<file path="config.mk">
export PLATFORM = sky130hd
export DESIGN_NAME = sparse_mask_query_matcher
export DESIGN_NICKNAME = d
export VERILOG_FILES = /design/src/hdl/smqm_pkg.sv /design/src/hdl/smqm_cfg.sv /design/src/hdl/smqm_match.sv /design/src/hdl/smqm_result.sv /design/src/hdl/sparse_mask_query_matcher.sv
export SDC_FILE = /design/constraint.sdc
export NUM_CORES = 2
export LEC_CHECK = 0
export ABC_AREA = 0
export BUFFER_PORTS_ARGS = -buffer_cell sky130_fd_sc_hd__buf_2
export CAP_MARGIN = 20
export CORE_MARGIN = 2
export CORE_UTILIZATION = 47
export DETAILED_ROUTE_END_ITERATION = 7
export GPL_TIMING_DRIVEN = 1
export SLEW_MARGIN = 30
export SYNTH_ARGS = -nofsm -noshare
export SYNTH_HDL_FRONTEND = slang
export SYNTH_SLANG_ARGS = --single-unit
</file>
<file path="constraint.sdc">
create_clock -name clk -period 38 [get_ports clk]
set_input_delay 3.8 -clock clk [delete_from_list [all_inputs] [get_ports clk]]
set_output_delay 3.8 -clock clk [all_outputs]
set_load 0.01 [all_outputs]
</file>
<file path="src/hdl/smqm_pkg.sv">
// Shared types, constants and helper functions for the sparse mask query matcher.
`default_nettype none

package smqm_pkg;

  // Fixed field widths of the request and result records.
  localparam int DICT_W  = 64;
  localparam int COMP_W  = 64;
  localparam int FLAG_W  = 8;
  localparam int POS_W   = 32;

  // Width of a population count over one dictionary word (0..64).
  localparam int CNT_W   = $clog2(DICT_W + 1);

  // Default configuration of the matcher.
  localparam int GROUP_SIZE_DEF = 16;
  localparam int GROUPS_DEF     = 4;
  localparam int DICT_BITS_DEF  = 64;
  localparam int INDEX_BITS_DEF = 32;
  localparam int FLAG_BITS_DEF  = 8;

  // Configuration register map.
  localparam int CFG_INDEX_W = 2;

  typedef enum logic [CFG_INDEX_W-1:0] {
    REG_QUERY_DICT  = 2'd0,
    REG_QUERY_BITS  = 2'd1,
    REG_QUERY_FLAGS = 2'd2
  } cfg_reg_t;

  typedef struct packed {
    logic [DICT_W-1:0] entity_dict;
    logic [COMP_W-1:0] entity_components;
    logic [FLAG_W-1:0] entity_flags;
    logic              last_entity;
  } entity_t;

  typedef struct packed {
    logic             matched;
    logic [POS_W-1:0] entity_position;
    logic             run_start;
    logic             scan_end;
  } result_t;

  // Query as seen by the match pipeline. The guard mask covers every
  // dictionary position below the highest tracked query group.
  typedef struct packed {
    logic [DICT_W-1:0] qdict;
    logic [COMP_W-1:0] qbits;
    logic [FLAG_W-1:0] qflags;
    logic [DICT_W-1:0] guard;
  } query_t;

  // Stage-one outcome handed to the relocation stage.
  typedef struct packed {
    logic              pre_ok;
    logic              bail;
    logic [COMP_W-1:0] comps;
    logic              last;
  } mid_t;

  function automatic logic [63:0] low_mask(input int n);
    logic [63:0] m;
    if (n >= 64) begin
      m = '1;
    end else begin
      m = (64'd1 << n) - 64'd1;
    end
    return m;
  endfunction

endpackage

`default_nettype wire

</file>
<file path="src/hdl/smqm_cfg.sv">
// Query configuration registers and the group position masks derived from them.
`default_nettype none

module smqm_cfg #(
  parameter int GROUPS    = smqm_pkg::GROUPS_DEF,
  parameter int DICT_BITS = smqm_pkg::DICT_BITS_DEF
) (
  input  wire logic                                       clk,
  input  wire logic                                       rst,
  input  wire logic                                       cfg_write,
  input  wire logic [smqm_pkg::CFG_INDEX_W-1:0]           cfg_index,
  input  wire logic [smqm_pkg::DICT_W-1:0]                cfg_data,
  output smqm_pkg::query_t                                query,
  output logic [GROUPS-1:0][smqm_pkg::DICT_W-1:0]         below
);

  localparam logic [smqm_pkg::DICT_W-1:0] DMASK =
    smqm_pkg::DICT_W'(smqm_pkg::low_mask(DICT_BITS));

  logic [smqm_pkg::DICT_W-1:0]              qd_new;
  logic [smqm_pkg::CNT_W-1:0]               total;
  logic [smqm_pkg::CNT_W-1:0]               ngroups;
  logic [smqm_pkg::DICT_W-1:0][smqm_pkg::CNT_W-1:0] rank;
  logic [GROUPS-1:0][smqm_pkg::DICT_W-1:0]  below_next;
  logic [smqm_pkg::DICT_W-1:0]              guard_next;

  // rank[p] counts the query groups at or below position p; position p lies
  // below query group i exactly when that count does not exceed i.
  always_comb begin
    qd_new  = cfg_data & DMASK;
    total   = smqm_pkg::CNT_W'($countones(qd_new));
    ngroups = (total > smqm_pkg::CNT_W'(GROUPS)) ? smqm_pkg::CNT_W'(GROUPS) : total;
    for (int p = 0; p < smqm_pkg::DICT_W; p++) begin
      rank[p] = smqm_pkg::CNT_W'($countones(qd_new & smqm_pkg::low_mask(p + 1)));
    end
    for (int i = 0; i < GROUPS; i++) begin
      for (int p = 0; p < smqm_pkg::DICT_W; p++) begin
        below_next[i][p] = (smqm_pkg::CNT_W'(i) < total) &&
                           (rank[p] <= smqm_pkg::CNT_W'(i));
      end
    end
    for (int p = 0; p < smqm_pkg::DICT_W; p++) begin
      guard_next[p] = (ngroups != '0) && (rank[p] < ngroups);
    end
  end

  always_ff @(posedge clk) begin
    if (rst) begin
      query <= '0;
      below <= '0;
    end else if (cfg_write) begin
      case (cfg_index)
        smqm_pkg::REG_QUERY_DICT: begin
          query.qdict <= qd_new;
          query.guard <= guard_next;
          below       <= below_next;
        end
        smqm_pkg::REG_QUERY_BITS: begin
          query.qbits <= cfg_data;
        end
        smqm_pkg::REG_QUERY_FLAGS: begin
          query.qflags <= cfg_data[smqm_pkg::FLAG_W-1:0];
        end
        default: begin
        end
      endcase
    end
  end

endmodule

`default_nettype wire

</file>
<file path="src/hdl/smqm_match.sv">
// Input register and first match stage: liveness, flags, dictionary cover and shift counts.
`default_nettype none

module smqm_match #(
  parameter int GROUPS    = smqm_pkg::GROUPS_DEF,
  parameter int DICT_BITS = smqm_pkg::DICT_BITS_DEF,
  parameter int FLAG_BITS = smqm_pkg::FLAG_BITS_DEF
) (
  input  wire logic                                       clk,
  input  wire logic                                       rst,
  input  wire logic                                       in_valid,
  output logic                                            in_ready,
  input  wire smqm_pkg::entity_t                          in_data,
  input  wire smqm_pkg::query_t                           query,
  input  wire logic [GROUPS-1:0][smqm_pkg::DICT_W-1:0]    below,
  input  wire logic                                       down_ready,
  output logic                                            mid_valid,
  output smqm_pkg::mid_t                                  mid,
  output logic [GROUPS-1:0][smqm_pkg::CNT_W-1:0]          mid_cnt
);

  localparam logic [smqm_pkg::DICT_W-1:0] DMASK =
    smqm_pkg::DICT_W'(smqm_pkg::low_mask(DICT_BITS));
  localparam logic [smqm_pkg::FLAG_W-1:0] FMASK =
    smqm_pkg::FLAG_W'(smqm_pkg::low_mask(FLAG_BITS));

  logic                                   s1_valid;
  smqm_pkg::entity_t                      s1;
  logic                                   s1_free;
  logic                                   s2_free;

  logic [smqm_pkg::DICT_W-1:0]            edict;
  logic [smqm_pkg::FLAG_W-1:0]            eflags;
  logic [smqm_pkg::FLAG_W-1:0]            qflags;
  logic [smqm_pkg::DICT_W-1:0]            extra;
  smqm_pkg::mid_t                         mid_next;
  logic [GROUPS-1:0][smqm_pkg::CNT_W-1:0] cnt_next;

  assign s2_free  = !mid_valid || down_ready;
  assign s1_free  = !s1_valid || s2_free;
  assign in_ready = s1_free;

  always_comb begin
    edict  = s1.entity_dict & DMASK;
    eflags = s1.entity_flags & FMASK;
    qflags = query.qflags & FMASK;
    // Groups the entity holds beyond those of the query.
    extra  = edict ^ query.qdict;
    mid_next.pre_ok = (edict != DMASK) &&
                      ((eflags & qflags) == qflags) &&
                      ((edict & query.qdict) == query.qdict);
    mid_next.bail   = (extra & query.guard) == '0;
    mid_next.comps  = s1.entity_components;
    mid_next.last   = s1.last_entity;
    for (int i = 0; i < GROUPS; i++) begin
      cnt_next[i] = smqm_pkg::CNT_W'($countones(extra & below[i]));
    end
  end

  always_ff @(posedge clk) begin
    if (rst) begin
      s1_valid  <= 1'b0;
      mid_valid <= 1'b0;
    end else begin
      if (s1_free) begin
        s1_valid <= in_valid;
      end
      if (s2_free) begin
        mid_valid <= s1_valid;
      end
    end
  end

  always_ff @(posedge clk) begin
    if (in_valid && s1_free) begin
      s1 <= in_data;
    end
    if (s1_valid && s2_free) begin
      mid     <= mid_next;
      mid_cnt <= cnt_next;
    end
  end

endmodule

`default_nettype wire

</file>
<file path="src/hdl/smqm_result.sv">
// Second match stage: query bit relocation, component check, scan position and output register.
`default_nettype none

module smqm_result #(
  parameter int GROUP_SIZE = smqm_pkg::GROUP_SIZE_DEF,
  parameter int GROUPS     = smqm_pkg::GROUPS_DEF,
  parameter int INDEX_BITS = smqm_pkg::INDEX_BITS_DEF
) (
  input  wire logic                                       clk,
  input  wire logic                                       rst,
  input  wire logic                                       mid_valid,
  input  wire smqm_pkg::mid_t                             mid,
  input  wire logic [GROUPS-1:0][smqm_pkg::CNT_W-1:0]     mid_cnt,
  input  wire smqm_pkg::query_t                           query,
  output logic                                            down_ready,
  output logic                                            out_valid,
  input  wire logic                                       out_ready,
  output smqm_pkg::result_t                               out_data
);

  localparam int SHIFT_W = smqm_pkg::CNT_W + $clog2(GROUP_SIZE + 1);

  logic [smqm_pkg::COMP_W-1:0] moved;
  logic [smqm_pkg::COMP_W-1:0] need;
  logic                        match;
  logic                        previous_matched;
  logic [INDEX_BITS-1:0]       position_counter;
  logic                        load;

  assign down_ready = !out_valid || out_ready;
  assign load       = mid_valid && down_ready;

  // Each query group moves up one group slot for every extra entity group
  // below it; bits pushed past the top of the word are lost.
  always_comb begin
    moved = '0;
    for (int i = 0; i < GROUPS; i++) begin
      logic [smqm_pkg::COMP_W-1:0] grp;
      logic [SHIFT_W-1:0]          shamt;
      grp   = query.qbits & (smqm_pkg::low_mask(GROUP_SIZE) << (i * GROUP_SIZE));
      shamt = SHIFT_W'(mid_cnt[i]) * SHIFT_W'(GROUP_SIZE);
      moved = moved | (grp << shamt);
    end
    need  = mid.bail ? query.qbits : moved;
    match = mid.pre_ok && ((mid.comps & need) == need);
  end

  always_ff @(posedge clk) begin
    if (rst) begin
      out_valid        <= 1'b0;
      previous_matched <= 1'b0;
      position_counter <= '0;
    end else begin
      if (down_ready) begin
        out_valid <= mid_valid;
      end
      if (load) begin
        if (mid.last) begin
          previous_matched <= 1'b0;
          position_counter <= '0;
        end else begin
          previous_matched <= match;
          position_counter <= position_counter + INDEX_BITS'(1);
        end
      end
    end
  end

  always_ff @(posedge clk) begin
    if (load) begin
      out_data.matched         <= match;
      out_data.entity_position <= smqm_pkg::POS_W'(position_counter);
      out_data.run_start       <= match && !previous_matched;
      out_data.scan_end        <= mid.last;
    end
  end

endmodule

`default_nettype wire

</file>
<file path="src/hdl/sparse_mask_query_matcher.sv">
// Top level of the sparse mask query matcher: configuration, two match stages.
// Requests pass the input register, the stage-one register and the output register.
// Throughput: one request per cycle; a stalled output holds the three-deep pipeline.
// Reset (synchronous, active high) empties the pipeline, clears the query registers,
// and returns the scan position and the previous-match mark to zero.
`default_nettype none

module sparse_mask_query_matcher #(
  parameter int GROUP_SIZE = smqm_pkg::GROUP_SIZE_DEF,
  parameter int GROUPS     = smqm_pkg::GROUPS_DEF,
  parameter int DICT_BITS  = smqm_pkg::DICT_BITS_DEF,
  parameter int INDEX_BITS = smqm_pkg::INDEX_BITS_DEF,
  parameter int FLAG_BITS  = smqm_pkg::FLAG_BITS_DEF
) (
  input  wire logic                              clk,
  input  wire logic                              rst,
  input  wire logic                              in_valid,
  output logic                                   in_ready,
  input  wire smqm_pkg::entity_t                 in_data,
  output logic                                   out_valid,
  input  wire logic                              out_ready,
  output smqm_pkg::result_t                      out_data,
  input  wire logic                              cfg_write,
  input  wire logic [smqm_pkg::CFG_INDEX_W-1:0]  cfg_index,
  input  wire logic [smqm_pkg::DICT_W-1:0]       cfg_data
);

  smqm_pkg::query_t                        query;
  logic [GROUPS-1:0][smqm_pkg::DICT_W-1:0] below;
  logic                                    down_ready;
  logic                                    mid_valid;
  smqm_pkg::mid_t                          mid;
  logic [GROUPS-1:0][smqm_pkg::CNT_W-1:0]  mid_cnt;

  smqm_cfg #(
    .GROUPS    (GROUPS),
    .DICT_BITS (DICT_BITS)
  ) u_cfg (
    .clk       (clk),
    .rst       (rst),
    .cfg_write (cfg_write),
    .cfg_index (cfg_index),
    .cfg_data  (cfg_data),
    .query     (query),
    .below     (below)
  );

  smqm_match #(
    .GROUPS    (GROUPS),
    .DICT_BITS (DICT_BITS),
    .FLAG_BITS (FLAG_BITS)
  ) u_match (
    .clk        (clk),
    .rst        (rst),
    .in_valid   (in_valid),
    .in_ready   (in_ready),
    .in_data    (in_data),
    .query      (query),
    .below      (below),
    .down_ready (down_ready),
    .mid_valid  (mid_valid),
    .mid        (mid),
    .mid_cnt    (mid_cnt)
  );

  smqm_result #(
    .GROUP_SIZE (GROUP_SIZE),
    .GROUPS     (GROUPS),
    .INDEX_BITS (INDEX_BITS)
  ) u_result (
    .clk        (clk),
    .rst        (rst),
    .mid_valid  (mid_valid),
    .mid        (mid),
    .mid_cnt    (mid_cnt),
    .query      (query),
    .down_ready (down_ready),
    .out_valid  (out_valid),
    .out_ready  (out_ready),
    .out_data   (out_data)
  );

endmodule

`default_nettype wire

</file>
== Yosys cells after proc, flatten, opt, wreduce, memory -nomap -nowiden ==
Index checks and enable logic that the tools add are counted.
Storage, ports and cells
  logic and storage cells: 1165
  RAM bits: 0
  ROM bits: 0
  input port bits: 208
  register bits: 759
  latch bits: 0
  memories: 0
Cells by class
  muxes and demuxes: 4
  reduce and logical (&&, ||, !) cells: 340
  $lt $le $gt $ge: 325
  bitwise logic cells: 12
  $add $sub $neg: 445
  equality and inequality tests: 6
  shift operators: 4
  divide/modulo/power cells: 0
  multipliers: 0
Operator list (count)
  adder 7 bit: 230
  <= comparator 7 x 1 -> 1 bit, second input constant: 126
  <= comparator 7 x 2 -> 1 bit, second input constant: 126
  bitwise AND 64 bit: 7
  < comparator 7 bit: 63
  logical AND 1 bit: 327
  adder 1 x 1 -> 2 bit: 160
  bitwise OR 64 bit: 3
  adder 7 x 1 -> 7 bit: 27
  == test 64 bit: 2
  zero test 64 bit: 1
  two-way mux 64 bit: 1
  inequality test 64 bit, second input constant: 1
  left shift 16 x 11 -> 64 bit: 1
  left shift 32 x 11 -> 64 bit: 1
  left shift 48 x 11 -> 64 bit: 1
  left shift 64 x 11 -> 64 bit: 1
  bitwise XOR 64 bit: 1
  adder 2 x 2 -> 3 bit: 15
  adder 32 x 1 -> 32 bit, second input constant: 1
  two-way mux 32 bit: 1
  adder 3 x 7 -> 7 bit: 4
  adder 7 x 2 -> 7 bit: 2
  < comparator 1 x 7 -> 1 bit, first input constant: 2
  20 further kinds: 32

== Longest topological paths before layout ==
  depth after elaboration: 10
  mapped depth: 39

== Hierarchy ==
Synthesis repeated with hierarchy kept, for this count alone.
Unflattened totals
  cell total of the unflattened synthesis: 5919
  area total of the unflattened synthesis: 57596.5 sq um
By module, submodules not included
  smqm_cfg: cells an instance 4030, times used 1, sequential area each 9088.7 sq um, area each 35928.2 sq um
  smqm_match: cells an instance 1408, times used 1, sequential area each 7006.7 sq um, area each 17518.1 sq um
  smqm_result: cells an instance 481, times used 1, sequential area each 1731.7 sq um, area each 4150.2 sq um

== Worst setup path after synthesis ==
Ideal clock, no wire load.
  kind: input-to-reg
  start point: input cfg_data[0] in the netlist's numbering
  end point: register, netlist name u_cfg.query[31]
  stages: 34
  library setup time: 59 ps
  slack: 22717 ps
  data arrival time: 15224 ps
  cells stage by stage: inv_1 ha_1 inv_1 fa_1 ha_1 fa_1 fa_1 ha_1 fa_1 xor2_1 clkbuf_1 ha_1 ha_1 ha_1 a21oi_1 xnor2_1 buf_2 ha_1 ha_1 ha_1 ha_1 buf_2 xor2_1 or3_1 nand3_1 nand2_1 nor2_1 nand3_1 ha_1 or2_2 o311a_1 a311oi_1 o2111ai_1 nand2_1
On the way
  longest elaborated chain between the ends: 10
  elaborated cells on any way between the ends: 11
  classes of those cells: add/sub (6); order compare (2); mux (1); reduce/logical (2)
Ends and longest elaborated chain
  start: declaration: line sparse_mask_query_matcher.sv:25  | input wire logic [smqm_pkg::DICT_W-1:0] cfg_data
  adder 1 x 1 -> 2 bit (*): line smqm_cfg.sv:31, smqm_cfg.sv:34
  adder 2 x 2 -> 3 bit (*): line smqm_cfg.sv:31, smqm_cfg.sv:34
  adder 7 bit (*): line smqm_cfg.sv:31, smqm_cfg.sv:34
  adder 7 bit (*) (2 in a row)
  adder 7 bit (implied by the code): line smqm_cfg.sv:31  | total = smqm_pkg::CNT_W'($countones(qd_new));
  > comparator 7 x 3 -> 1 bit: line smqm_cfg.sv:32  | ngroups = (total > smqm_pkg::CNT_W'(GROUPS)) ? smqm_pkg::CNT_W'(GROUPS) : total;
  two-way mux 7 bit: line smqm_cfg.sv:32
  < comparator 7 bit / nonzero test 7 bit (equally long branches): line smqm_cfg.sv:43  | guard_next[p] = (ngroups != '0) && (rank[p] < ngroups);
  logical AND 1 bit (*): line smqm_cfg.sv:43
Mark *: on every way between the ends. The rest lies on a longest branch, timed or not.
A chain may end at the register's enable or synchronous reset.

== Final worst setup path ==
  start point: input cfg_data[0] in the netlist's numbering
  end point: register, netlist name u_cfg.query[31]
On the way
  longest elaborated chain between the ends: 10
  elaborated cells on any way between the ends: 11
  classes of those cells: add/sub (6); order compare (2); mux (1); reduce/logical (2)
Ends and longest elaborated chain (line)
  adder 1 x 1 -> 2 bit (*): smqm_cfg.sv:31, smqm_cfg.sv:34
  adder 2 x 2 -> 3 bit (*): smqm_cfg.sv:31, smqm_cfg.sv:34
  adder 7 bit (*): smqm_cfg.sv:31, smqm_cfg.sv:34
  adder 7 bit (*) (2 in a row)
  adder 7 bit (implied by the code): smqm_cfg.sv:31
  > comparator 7 x 3 -> 1 bit: smqm_cfg.sv:32
  two-way mux 7 bit: smqm_cfg.sv:32
  < comparator 7 bit / nonzero test 7 bit (equally long branches): smqm_cfg.sv:43
  logical AND 1 bit (*): smqm_cfg.sv:43
Marks and branches as above.

==> flow_metrics.py <==
metrics = {
    "timing": {
        "period_share_pct": 41.4,
        "skew_ns": 0.0405,
        "totalNegativeSetupSlack_ns": 0,
        "tightest_slew_ns": 1.07,
        "fmax_ghz": 0.0635,
        "hold_violations": 0,
        "min_period_ns": 15.74,
        "hold_slack_ns": 0.413,
        "rsz0062_at_grt": "false",
        "final.setup.worst_slack_ns": 22.26,
        "setup_violations": 0,
        "drv_slew": 0,
        "max-slew-margin-rel_pct": 28.6,
    },
    "routing": {
        "via_count": 46200,
        "drc": 0,
        "viasPerCell": 5.88,
        "post_drt_wl_per_cell_um": 27.8,
        "wl_um": 218000,
        "drt-pass1-iter-count": 6,
        "drt-initial-drc-count": 4669,
        "ant_nets": 0,
    },
    "yosys": {
        "syn_avg_cell_area_um2": 9.77,
        "ys_warn_count": 0,
        "yosysTopAreaCellShare_pct": 16.9,
        "synthTopCellsByCount": "inv_1 (840), ha_1 (776), dfxtp_1 (487)",
        "yosysUniqueCellTypes": 94,
        "synth_enable_flop_cells": 267,
        "ys_top_cells_by_area": "dfxtp_1 (17%), ha_1 (17%), fa_1 (15%), edfxtp_1 (14%), inv_1 (5.5%)",
        "synth_area_um2": 57800,
        "yosysSeqAreaShare_pct": 30.7,
        "ys.flop_type": "dfxtp_1",
        "synth_most_common_cell": "inv_1",
        "synth_area_leader_cell": "dfxtp_1",
        "ys_async_sr_fraction_pct": 0,
        "synthCells": 5920,
        "synth-seq-cells": 754,
    },
    "clock_tree": {
        "clockRootBuffer": "clkbuf_16",
        "htreeDepth": 3,
        "cts.clk_slew.worst_paths_ns": 0.06,
        "post_cts_buffers": 0,
        "cts_buffer_depth": 3,
        "clkSinkCount": 754,
        "cts.repair.resized": 0,
        "numCtsBuffers": 85,
        "worst_skew_pair.late_latency_ns": 0.69,
        "cts_tree": "yes",
        "hold_buffers": 0,
    },
    "setup_path": {
        "start_kind": "input pin",
        "cp_slowest_stage_delay_ns": 0.96,
        "cpMaxStageDelayCell": "fa_1",
        "path_delay_family": "adder cells",
        "path_common_cell": "ha_1",
        "required_ns": 38.54,
        "cp_max_fo": 35,
        "crit_arrival_ns": 16.28,
        "endpoint_kind": "flop",
        "path_buf_inv": 7,
        "crit_type": "in -> reg",
    },
    "placement": {
        "portBuffers": 244,
        "hpwl_um": 172000,
        "place.gp.congestion": 1.05,
        "place_worst_setup_slack_ns": 21.71,
    },
    "floorplanning": {
        "rows": 128,
        "die_h_um": 355,
        "core_um2": 122000,
        "io_pins": 245,
        "die_area_um2": 126000,
        "dieWidth_um": 355,
        "start_util_pct": 47.5,
    },
    "global_routing": {
        "antenna_found_initial": 10,
        "grt_pass1_vias": 45600,
        "overflow": 0,
        "grt_pass1_wl_um": 313000,
        "grt_max_degree": 162,
        "gr-usage-all-layers_pct": 34.4,
    },
    "layout": {
        "drive_gt1_share_pct": 8.28,
        "final_core_util_pct": 52.6,
        "fill_cells": 11200,
        "num-nets-final": 7577,
        "areaGrowthSynthToFinish_pct": 10.9,
    },
    "hold_path": {
        "min_path_type": "reg -> reg",
    },
    "run_status": {
        "status": "finished, final reports clean",
    },
    "run": {
        "drv_cap": 0,
    },
}
placed cells by master, fill, tap and decap left out, types with 57 or more instances in the layout:
master,n
inv_1,838
ha_1,776
dfxtp_1,487
nand2_1,452
fa_1,437
nor2_1,366
a21oi_1,347
nor2b_1,275
edfxtp_1,267
buf_2,244
a21o_1,152
xnor2_1,148
o21ai_0,129
xor2_1,92
clkbuf_16,87
a32oi_1,76
nor4_1,73
nand4_1,71
a22oi_1,69
buf_4,57
stage by stage:
stage | instances | area [µm²]
after CTS | 7853 | 64100
after global routing | 7857 | 64100
after floorplan | 5955 | 58000
after global placement | 7691 | 61100
after detailed placement | 7693 | 61100
final | 7858 | 64100
per-layer routing:
| layer | global-route usage [%] | share of wire, % | wire (µm) |
|---|---|---|---|
| met1 | 47.1 | 43 | 93100 |
| met2 | 53.7 | 44 | 96500 |
| met3 | 5.48 | 8.3 | 18100 |
| met4 | 15.3 | 4.9 | 10700 |
| met5 | 0 | 0.016 | 35 |
state kept, by name (all words and copies together), names as in the netlist, 8 cells and up:
register and count:
u_match.mid_next 65, u_cfg.query 200, u_match.mid 67, u_cfg.below 251, u_match.edict 64, u_match.mid_cnt 28, u_result.out_data 35, u_match.eflags 8
u_result.position_counter 32
cells by family (layout without fill, tap and decap cells):
kind of cell	count (synthesis)	in the layout	synth area share, %
buf+inv	1037	1311	6.80
flops	754	754	30.7
xor+xnor	251	251	3.95
mux	9	9	0.160
fa+ha+maj	1216	1216	32.0
other cells	2	41	0.0130
compound gates	1185	1185	14.1
simple gates	1466	1466	12.3
path summary, 6_finish.rpt:
path | startpoint | endpoint | slack, ns | cells after the start
worst max-delay path | cfg_data[0] | u_cfg.query[31]$_SDFFE_PP0P_ | 22.26 | 36
worst min-delay path | u_match.mid_next[34]$_DFFE_PP_ | u_match.mid[34]$_DFFE_PP_ | 0.41 | 0
worst max register to register | u_match.edict[42]$_DFFE_PP_ | u_match.mid_cnt[12]$_DFFE_PP_ | 31.11 | 20
worst min register to register | u_match.mid_next[34]$_DFFE_PP_ | u_match.mid[34]$_DFFE_PP_ | 0.41 | 0
cell type report:
cell class / count / area [µm²] / share of cell area (%)
Inverter: 847 / 3180 / 4.96
Antenna cell: 4 / 10.0 / 0.0156
Multi-Input combinational cell: 4164 / 36500 / 56.9
Sequential cell: 754 / 17800 / 27.7
Clock buffer: 113 / 2390 / 3.73
Timing Repair Buffer: 304 / 1700 / 2.64
Tap cell: 1625 / 2030 / 3.17
Clock inverter: 47 / 552 / 0.861
Power is not shown: default switching activity piles up to over one toggle a cycle in this logic, so the estimate is an artifact.
